===== src/rtl/clamp_trimmed_mean_filter_defines.svh =====
// Assertion macros shared by the clamp trimmed mean filter RTL.
`ifndef CLAMP_TRIMMED_MEAN_FILTER_DEFINES_SVH
`define CLAMP_TRIMMED_MEAN_FILTER_DEFINES_SVH

// same-cycle implication, disabled during reset
`define CTMF_ASSERT_SAME(label, ante, cons, msg) \
	label: assert property (@(posedge clk) disable iff (!arst_n) (ante) |-> (cons)) \
		else $error(msg);

// next-cycle implication, disabled during reset
`define CTMF_ASSERT_NEXT(label, ante, cons, msg) \
	label: assert property (@(posedge clk) disable iff (!arst_n) (ante) |=> (cons)) \
		else $error(msg);

`endif


===== src/rtl/ctmf_pkg.sv =====
// Types, constants and control structs of the clamp trimmed mean filter.
`default_nettype none

package ctmf_pkg;

	localparam int CHANNELS       = 4;
	localparam int SAMPLE_BITS    = 12;
	localparam int WINDOW_LEN_DEF = 8;
	localparam int THR_BITS       = 12;
	localparam int APB_DATA_BITS  = 32;
	localparam int APB_ADDR_BITS  = 3;

	localparam logic [THR_BITS-1:0] THR_RESET = THR_BITS'(200);

	// register index taken from paddr[2]
	localparam logic REG_JUMP_THRESHOLD = 1'b0;

	typedef logic [SAMPLE_BITS-1:0] sample_t;

	typedef enum logic [2:0] {
		ST_IDLE,
		ST_SCAN,
		ST_DRAIN,
		ST_TRIM,
		ST_MUL,
		ST_DONE
	} state_t;

	typedef struct packed {
		logic clear;
		logic acc;
		logic trim;
		logic mul;
		logic commit;
	} lane_ctrl_t;

endpackage

`default_nettype wire


===== src/rtl/ctmf_ram.sv =====
// Generic single-port-write, single-port-read RAM with registered read data.
`default_nettype none

module ctmf_ram #(
	parameter int WIDTH = 48,
	parameter int DEPTH = 8
) (
	input  wire logic                     clk,
	input  wire logic                     we,
	input  wire logic [$clog2(DEPTH)-1:0] waddr,
	input  wire logic [WIDTH-1:0]         wdata,
	input  wire logic                     re,
	input  wire logic [$clog2(DEPTH)-1:0] raddr,
	output      logic [WIDTH-1:0]         rdata
);

	logic [WIDTH-1:0] mem_q [DEPTH];
	logic [WIDTH-1:0] rdata_q;

	always_ff @(posedge clk) begin
		if (we) begin
			mem_q[waddr] <= wdata;
		end
		if (re) begin
			rdata_q <= mem_q[raddr];
		end
	end

	assign rdata = rdata_q;

endmodule

`default_nettype wire


===== src/rtl/ctmf_lane.sv =====
// One channel lane: jump clamp, window min/max/sum scan, trimmed mean by reciprocal.
`default_nettype none

module ctmf_lane
	import ctmf_pkg::*;
#(
	parameter int WINDOW_LEN = WINDOW_LEN_DEF
) (
	input  wire logic                clk,
	input  wire logic                arst_n,
	input  wire lane_ctrl_t          ctrl,
	input  wire logic [THR_BITS-1:0] thr,
	input  wire sample_t             sample,
	input  wire sample_t             rd_data,
	output      sample_t             kept,
	output      logic                clamped,
	output      sample_t             mean
);

	localparam int SUM_BITS  = SAMPLE_BITS + $clog2(WINDOW_LEN);
	localparam int DIVISOR   = WINDOW_LEN - 2;
	localparam int SHIFT     = SUM_BITS + $clog2(DIVISOR);
	localparam int PROD_BITS = 2 * SUM_BITS + 1;
	localparam longint unsigned RECIP_FULL =
		((64'd1 << SHIFT) + longint'(DIVISOR) - 64'd1) / longint'(DIVISOR);
	localparam logic [63:0] RECIP_VEC = RECIP_FULL;
	localparam logic [SUM_BITS:0] RECIP = RECIP_VEC[SUM_BITS:0];

	sample_t                 prev_q;
	sample_t                 diff;
	logic [SUM_BITS-1:0]     sum_q;
	sample_t                 lo_q;
	sample_t                 hi_q;
	logic [SUM_BITS-1:0]     trimmed_q;
	logic [PROD_BITS-1:0]    product_q;
	logic [PROD_BITS-1:0]    quotient;

	assign diff    = (sample > prev_q) ? (sample - prev_q) : (prev_q - sample);
	assign clamped = diff > thr;
	assign kept    = clamped ? prev_q : sample;

	always_ff @(posedge clk) begin
		if (ctrl.clear) begin
			sum_q <= '0;
			lo_q  <= '1;
			hi_q  <= '0;
		end else if (ctrl.acc) begin
			sum_q <= sum_q + SUM_BITS'(rd_data);
			if (rd_data < lo_q) begin
				lo_q <= rd_data;
			end
			if (rd_data > hi_q) begin
				hi_q <= rd_data;
			end
		end
		if (ctrl.trim) begin
			trimmed_q <= sum_q - SUM_BITS'(lo_q) - SUM_BITS'(hi_q);
		end
		if (ctrl.mul) begin
			product_q <= PROD_BITS'(trimmed_q) * PROD_BITS'(RECIP);
		end
	end

	assign quotient = product_q >> SHIFT;
	assign mean     = quotient[SAMPLE_BITS-1:0];

	always_ff @(posedge clk or negedge arst_n) begin
		if (!arst_n) begin
			prev_q <= '0;
		end else if (ctrl.commit) begin
			prev_q <= mean;
		end
	end

endmodule

`default_nettype wire


===== src/rtl/clamp_trimmed_mean_filter.sv =====
// Clamp trimmed mean filter top level: control, window memory, lanes, ports.
`default_nettype none
`include "clamp_trimmed_mean_filter_defines.svh"

// Each input beat carries one frame of four 12-bit samples. Per channel, a sample that
// differs from the channel's previous output by more than jump_threshold is replaced by
// that previous output; the kept value goes into the channel's circular window at a
// shared write position, and the result is floor((sum - min - max) / (WINDOW_LEN - 2))
// over the window, with clamped_mask flagging replaced samples. The windows of all
// channels share one memory row per position, and each item scans that memory one row
// per cycle; the next item is accepted only after the scan, trim, multiply and commit of
// the current one, and in_stall is high throughout. The result waits in an output
// register, so a stalled output holds only the finishing item.
// Window rows carry valid bits cleared at reset and read as zero until written, so the
// block accepts items directly after reset with no clearing pass.
module clamp_trimmed_mean_filter
	import ctmf_pkg::*;
#(
	parameter int WINDOW_LEN = WINDOW_LEN_DEF
) (
	input  wire logic                     clk,
	input  wire logic                     arst_n,
	input  wire logic                     psel,
	input  wire logic                     penable,
	input  wire logic                     pwrite,
	input  wire logic [APB_ADDR_BITS-1:0] paddr,
	input  wire logic [APB_DATA_BITS-1:0] pwdata,
	output      logic [APB_DATA_BITS-1:0] prdata,
	output      logic                     pready,
	input  wire logic                     in_valid,
	output      logic                     in_stall,
	input  wire sample_t                  sample_ch0,
	input  wire sample_t                  sample_ch1,
	input  wire sample_t                  sample_ch2,
	input  wire sample_t                  sample_ch3,
	output      logic                     out_valid,
	input  wire logic                     out_stall,
	output      sample_t                  filtered_ch0,
	output      sample_t                  filtered_ch1,
	output      sample_t                  filtered_ch2,
	output      sample_t                  filtered_ch3,
	output      logic [CHANNELS-1:0]      clamped_mask
);

	localparam int ADDR_BITS = $clog2(WINDOW_LEN);
	localparam int ROW_BITS  = CHANNELS * SAMPLE_BITS;
	localparam logic [ADDR_BITS-1:0] LAST_POS = ADDR_BITS'(WINDOW_LEN - 1);

	state_t                   state_q;
	state_t                   state_d;
	lane_ctrl_t               lane_ctrl;
	logic [THR_BITS-1:0]      thr_q;
	logic [ADDR_BITS-1:0]     wr_pos_q;
	logic [ADDR_BITS-1:0]     rd_cnt_q;
	logic [WINDOW_LEN-1:0]    row_valid_q;
	logic                     rd_pend_s1;
	logic                     rd_ok_s1;
	logic                     accept;
	logic                     re;
	logic                     out_free;
	logic                     cfg_wr;
	logic [ROW_BITS-1:0]      wr_row;
	logic [ROW_BITS-1:0]      rd_row;
	logic [CHANNELS-1:0]      clamped;
	logic [CHANNELS-1:0]      mask_q;
	logic                     out_valid_q;
	sample_t                  samples  [CHANNELS];
	sample_t                  kept     [CHANNELS];
	sample_t                  means    [CHANNELS];
	sample_t                  rd_lane  [CHANNELS];
	sample_t                  out_q    [CHANNELS];

	assign samples[0] = sample_ch0;
	assign samples[1] = sample_ch1;
	assign samples[2] = sample_ch2;
	assign samples[3] = sample_ch3;

	// configuration port
	assign pready = 1'b1;
	assign cfg_wr = psel && penable && pwrite && pready && (paddr[2] == REG_JUMP_THRESHOLD);
	assign prdata = (paddr[2] == REG_JUMP_THRESHOLD) ?
		{{(APB_DATA_BITS - THR_BITS){1'b0}}, thr_q} : '0;

	always_ff @(posedge clk or negedge arst_n) begin
		if (!arst_n) begin
			thr_q <= THR_RESET;
		end else if (cfg_wr) begin
			thr_q <= pwdata[THR_BITS-1:0];
		end
	end

	// sequencer
	assign accept   = in_valid && !in_stall;
	assign out_free = !out_valid_q || !out_stall;

	always_ff @(posedge clk or negedge arst_n) begin
		if (!arst_n) begin
			state_q <= ST_IDLE;
		end else begin
			state_q <= state_d;
		end
	end

	always_comb begin
		state_d          = state_q;
		in_stall         = 1'b1;
		re               = 1'b0;
		lane_ctrl.clear  = 1'b0;
		lane_ctrl.acc    = rd_pend_s1;
		lane_ctrl.trim   = 1'b0;
		lane_ctrl.mul    = 1'b0;
		lane_ctrl.commit = 1'b0;
		case (state_q)
			ST_IDLE: begin
				in_stall        = 1'b0;
				lane_ctrl.clear = in_valid;
				if (in_valid) begin
					state_d = ST_SCAN;
				end
			end
			ST_SCAN: begin
				re = 1'b1;
				if (rd_cnt_q == LAST_POS) begin
					state_d = ST_DRAIN;
				end
			end
			ST_DRAIN: begin
				state_d = ST_TRIM;
			end
			ST_TRIM: begin
				lane_ctrl.trim = 1'b1;
				state_d        = ST_MUL;
			end
			ST_MUL: begin
				lane_ctrl.mul = 1'b1;
				state_d       = ST_DONE;
			end
			ST_DONE: begin
				if (out_free) begin
					lane_ctrl.commit = 1'b1;
					state_d          = ST_IDLE;
				end
			end
			default: begin
				state_d = ST_IDLE;
			end
		endcase
	end

	always_ff @(posedge clk or negedge arst_n) begin
		if (!arst_n) begin
			wr_pos_q    <= '0;
			rd_cnt_q    <= '0;
			row_valid_q <= '0;
			rd_pend_s1  <= 1'b0;
			rd_ok_s1    <= 1'b0;
			mask_q      <= '0;
		end else begin
			rd_pend_s1 <= re;
			if (accept) begin
				rd_cnt_q              <= '0;
				row_valid_q[wr_pos_q] <= 1'b1;
				mask_q                <= clamped;
			end else if (re) begin
				rd_cnt_q <= rd_cnt_q + ADDR_BITS'(1);
			end
			if (re) begin
				rd_ok_s1 <= row_valid_q[rd_cnt_q];
			end
			if (lane_ctrl.commit) begin
				wr_pos_q <= (wr_pos_q == LAST_POS) ? '0 : wr_pos_q + ADDR_BITS'(1);
			end
		end
	end

	// window memory, one row per position holding all channels
	ctmf_ram #(
		.WIDTH(ROW_BITS),
		.DEPTH(WINDOW_LEN)
	) u_window (
		.clk   (clk),
		.we    (accept),
		.waddr (wr_pos_q),
		.wdata (wr_row),
		.re    (re),
		.raddr (rd_cnt_q),
		.rdata (rd_row)
	);

	for (genvar c = 0; c < CHANNELS; c++) begin : g_lane
		assign wr_row[c*SAMPLE_BITS +: SAMPLE_BITS] = kept[c];
		assign rd_lane[c] = rd_ok_s1 ? rd_row[c*SAMPLE_BITS +: SAMPLE_BITS] : '0;

		ctmf_lane #(
			.WINDOW_LEN(WINDOW_LEN)
		) u_lane (
			.clk     (clk),
			.arst_n  (arst_n),
			.ctrl    (lane_ctrl),
			.thr     (thr_q),
			.sample  (samples[c]),
			.rd_data (rd_lane[c]),
			.kept    (kept[c]),
			.clamped (clamped[c]),
			.mean    (means[c])
		);

		always_ff @(posedge clk) begin
			if (lane_ctrl.commit) begin
				out_q[c] <= means[c];
			end
		end
	end

	// output register
	always_ff @(posedge clk or negedge arst_n) begin
		if (!arst_n) begin
			out_valid_q <= 1'b0;
		end else if (lane_ctrl.commit) begin
			out_valid_q <= 1'b1;
		end else if (!out_stall) begin
			out_valid_q <= 1'b0;
		end
	end

	logic [CHANNELS-1:0] out_mask_q;

	always_ff @(posedge clk) begin
		if (lane_ctrl.commit) begin
			out_mask_q <= mask_q;
		end
	end

	assign out_valid    = out_valid_q;
	assign filtered_ch0 = out_q[0];
	assign filtered_ch1 = out_q[1];
	assign filtered_ch2 = out_q[2];
	assign filtered_ch3 = out_q[3];
	assign clamped_mask = out_mask_q;

	`CTMF_ASSERT_NEXT(a_accept_starts_scan, accept, state_q == ST_SCAN,
		"accepted beat did not start the window scan")
	`CTMF_ASSERT_SAME(a_read_in_scan, rd_pend_s1,
		state_q == ST_SCAN || state_q == ST_DRAIN,
		"window read data returned outside the scan")
	`CTMF_ASSERT_NEXT(a_hold_result, state_q == ST_DONE && out_valid_q && out_stall,
		state_q == ST_DONE && out_valid_q,
		"result overwrote a stalled output beat")
	`CTMF_ASSERT_NEXT(a_advance_pos, lane_ctrl.commit, wr_pos_q != $past(wr_pos_q),
		"write position did not advance after a result")

endmodule

`default_nettype wire


===== config.mk =====
export PLATFORM = sky130hd
export DESIGN_NAME = clamp_trimmed_mean_filter
export DESIGN_NICKNAME = d
export VERILOG_FILES = /design/src/rtl/ctmf_pkg.sv /design/src/rtl/ctmf_ram.sv /design/src/rtl/ctmf_lane.sv /design/src/rtl/clamp_trimmed_mean_filter.sv
export VERILOG_INCLUDE_DIRS = /design/src /design/src/rtl
export SDC_FILE = /design/constraint.sdc
export NUM_CORES = 2
export LEC_CHECK = 0
export ABC_CLOCK_PERIOD_IN_PS = 16000
export BUFFER_PORTS_ARGS = -buffer_cell sky130_fd_sc_hd__buf_2
export CAP_MARGIN = 20
export CORE_ASPECT_RATIO = 1.2
export CORE_MARGIN = 2
export CORE_UTILIZATION = 45
export CTS_CLUSTER_DIAMETER = 80
export DETAILED_ROUTE_END_ITERATION = 12
export SYNTH_ARGS = -nofsm -noshare
export SYNTH_HDL_FRONTEND = slang
export SYNTH_SLANG_ARGS = --single-unit

===== constraint.sdc =====
create_clock -name clk -period 16 [get_ports clk]
set_input_delay 0.8 -clock clk [delete_from_list [all_inputs] [get_ports clk]]
set_output_delay 0.8 -clock clk [all_outputs]
set_load 0.03 [all_outputs]

==> flow_summary.json <==
{
  "status": "completed",
  "required_ps": 16430,
  "ys.flop_type": "edfxtp_1",
  "cts_buffers": 89,
  "drt_iter0_markers": 2130,
  "synth_cell_types": 77,
  "fin_skew_ps": 48.0,
  "clk_latency_ps": 720,
  "yosysWarnings": 0,
  "cts_sinks": 832,
  "yosysMostFrequentCell": "ha_1",
  "drt_wl_total_um": 127000,
  "drive_above_1_share": 0.112,
  "slew_headroom": 0.242,
  "syn2layout_area_growth_pct": 10.0,
  "hpwl_um": 93900,
  "place_ws_ps": 9690,
  "critPathMaxFanout": 5,
  "hold_ws_ps": 40.6,
  "grt_pass1_vias": 35804,
  "cts_max_level": 3,
  "vias": 35038,
  "slew_violations": 0,
  "fin_crit_sh": 0.395,
  "cpPeakStageDelay_ps": 530,
  "io_pins": 177,
  "hold_violations": 0,
  "fp.dieH_um": 391,
  "post_cts_buffers": 0,
  "fin_ws_ps": 9690,
  "synth_top_area_cell": "edfxtp_1",
  "clockRootBuffer": "clkbuf_16",
  "grt_max_degree": 81,
  "setup_viol": 0,
  "setup_tns_ps": 0,
  "firstDrtPassIters": 5,
  "ant_nets": 0,
  "layout_min_cycle_time_ps": 6310,
  "place.gp.congestion": 0.835,
  "rsz0062_at_grt": "false",
  "rr_endpoint": "g_lane[3].u_lane.product_q[29]",
  "grt_pass1_wl_um": 200000,
  "worstSetupEndpointType": "flop",
  "rows": 142,
  "drcViolationCount": 0,
  "crit_chain": "ha_1, xor2_1, ha_1, or2_2, inv_1, fa_1, inv_1, fa_1, inv_1, fa_1, inv_1, fa_1, ha_1, a211o_1, a21oi_1, o21ai_0, nand3b_1, nand3_1, nand2_1, o21ai_0, o41ai_1, xnor2_1",
  "synth_top_area_frac": 0.317,
  "crit_type": "reg2reg",
  "routed_via_density": 5.27,
  "syn_avg_cell_area_sq_um": 11.8,
  "cts.clk_slew.worst_paths_ps": 70,
  "critPathTopFamily": "adder cells",
  "synth_area_leaders": "edfxtp_1, ha_1, fa_1",
  "start_util": 0.452,
  "wl_per_cell_um": 19.1,
  "cts_buffer_depth": 3,
  "critPathBufInv": 4,
  "core_area_sq_mm": 0.124,
  "rr_startpoint": "g_lane[3].u_lane.trimmed_q[5]",
  "critPathSlowestCell": "fa_1",
  "postLayoutCoreUtil": 0.497,
  "fmax_mhz": 158,
  "cts_resized": 0,
  "synth-async-reset-ratio": 0.101,
  "worstMarginPinSlew_ps": 1120,
  "synth-seq-area-share": 0.410,
  "holdCritPathClass": "in2async",
  "synth_cells": 4760,
  "synth-edff-count": 592,
  "synth.top_cells.by_count": "ha_1, inv_1, edfxtp_1, nand2_1, fa_1",
  "portBuffers": 133,
  "cts_tree": "done",
  "crit_path_start_kind": "flop",
  "antenna_found_initial": 3,
  "fp.dieArea_sq_mm": 0.128,
  "r2r_cells": 22,
  "ys_ff_latch": 832,
  "cp_data_arrival_time_ps": 6740,
  "die-width_um": 326,
  "netlist_area_sq_mm": 0.0562,
  "final_nets": 6050,
  "cap_violations": 0,
  "cts_hold_buf": 0,
  "grt-ovfl-total": 0,
  "grt_use_total": 0.201,
  "r2r_slack_ps": 9690
}
==> cell type report <==
type | instances | area (sq um)
fillers | 11095 | 62600
multi-input cells | 3209 | 30400
flip-flops and latches | 832 | 23000
clock buffers | 121 | 2450
inverters | 606 | 2280
well taps | 1656 | 2070
repair buffers | 179 | 1020
clock inverters | 47 | 515
diodes | 1 | 2.50
==> worst reg2reg max path, cell delays in order, from the launching register on <==
cell and delay, ps:
edfxtp_1 510, ha_1 240, xor2_1 340, ha_1 210, or2_2 180, inv_1 100
fa_1 510, inv_1 50, fa_1 530, inv_1 50, fa_1 500, inv_1 50
fa_1 450, ha_1 300, a211o_1 280, a21oi_1 290, o21ai_0 260, nand3b_1 280
nand3_1 130, nand2_1 130, o21ai_0 180, o41ai_1 360, xnor2_1 120
==> cell usage in the layout, fill, tap and decap left out, types with 90 or more instances in the layout <==
master       n
a21o_1     115
a21oi_1    176
buf_2      133
clkbuf_16   90
dfxtp_1    156
edfxtp_1   592
fa_1       289
ha_1       754
inv_1      605
mux2i_1    116
mux4_2      98
nand2_1    302
nor2_1     252
o21ai_0    201
xnor2_1    134
==> cell families (layout without fill, tap and decap cells) <==
| kind of cell | after synthesis | in the layout | share of synthesized area |
|---|---|---|---|
| AO/OA/AOI/OAI | 744 | 744 | 0.0859 |
| XOR/XNOR | 198 | 198 | 0.0309 |
| adder cells (fa/ha/maj) | 1043 | 1043 | 0.271 |
| buffers and inverters | 738 | 953 | 0.0515 |
| flip-flops | 832 | 832 | 0.410 |
| multiplexers | 290 | 290 | 0.0753 |
| other | 2 | 22 | 0.000134 |
| AND/OR/NAND/NOR | 913 | 913 | 0.0756 |
==> per-layer routing <==
metal,up-vias,track usage,part of all wire
met1,17200,0.277,0.46
met4,2,0.0585,0.023
met5,-,0,0.000071
met3,144,0.0298,0.049
met2,620,0.331,0.47
li1,17072,-,-
==> metrics by stage <==
step / std cells / instance area [sq um]
global placement: 6473 / 58700
global route: 6650 / 61800
CTS: 6646 / 61800
finish: 6651 / 61800
detailed placement: 6478 / 58800
floorplan: 4779 / 56200
==> registers in the layout, summed over array words and instances, names as in the netlist <==
signal and flops:
clamped_mask 4, g_lane.u_lane.hi_q 48, g_lane.u_lane.lo_q 48, g_lane.u_lane.prev_q 48, g_lane.u_lane.product_q 48, g_lane.u_lane.sum_q 60
g_lane.u_lane.trimmed_q 60, mask_q 4, out_q 48, out_valid 1, rd_cnt_q 3, rd_ok_s1 1
rd_pend_s1 1, row_valid_q 8, state_q 3, thr_q 12, u_window.mem_q 384, u_window.rdata 48
wr_pos_q 3
==> how the worst max path moves through the flow <==
stage                                             start                        endpoint  slack, ps  depth (start not counted)
after global placement                    sample_ch0[0]            u_window.mem_q[0][4]       9620                         23
final                     g_lane[3].u_lane.trimmed_q[5]  g_lane[3].u_lane.product_q[29]       9690                         22
after CTS                 g_lane[3].u_lane.trimmed_q[5]  g_lane[3].u_lane.product_q[29]       9660                         22
after global routing      g_lane[3].u_lane.trimmed_q[5]  g_lane[3].u_lane.product_q[29]       9390                         22
after detailed placement                  sample_ch0[0]            u_window.mem_q[2][5]       9690                         23
after floorplan                              state_q[2]                  row_valid_q[2]       9370                          5
Power is not shown: default switching activity piles up to over one toggle a cycle in this logic, so the estimate is an artifact.
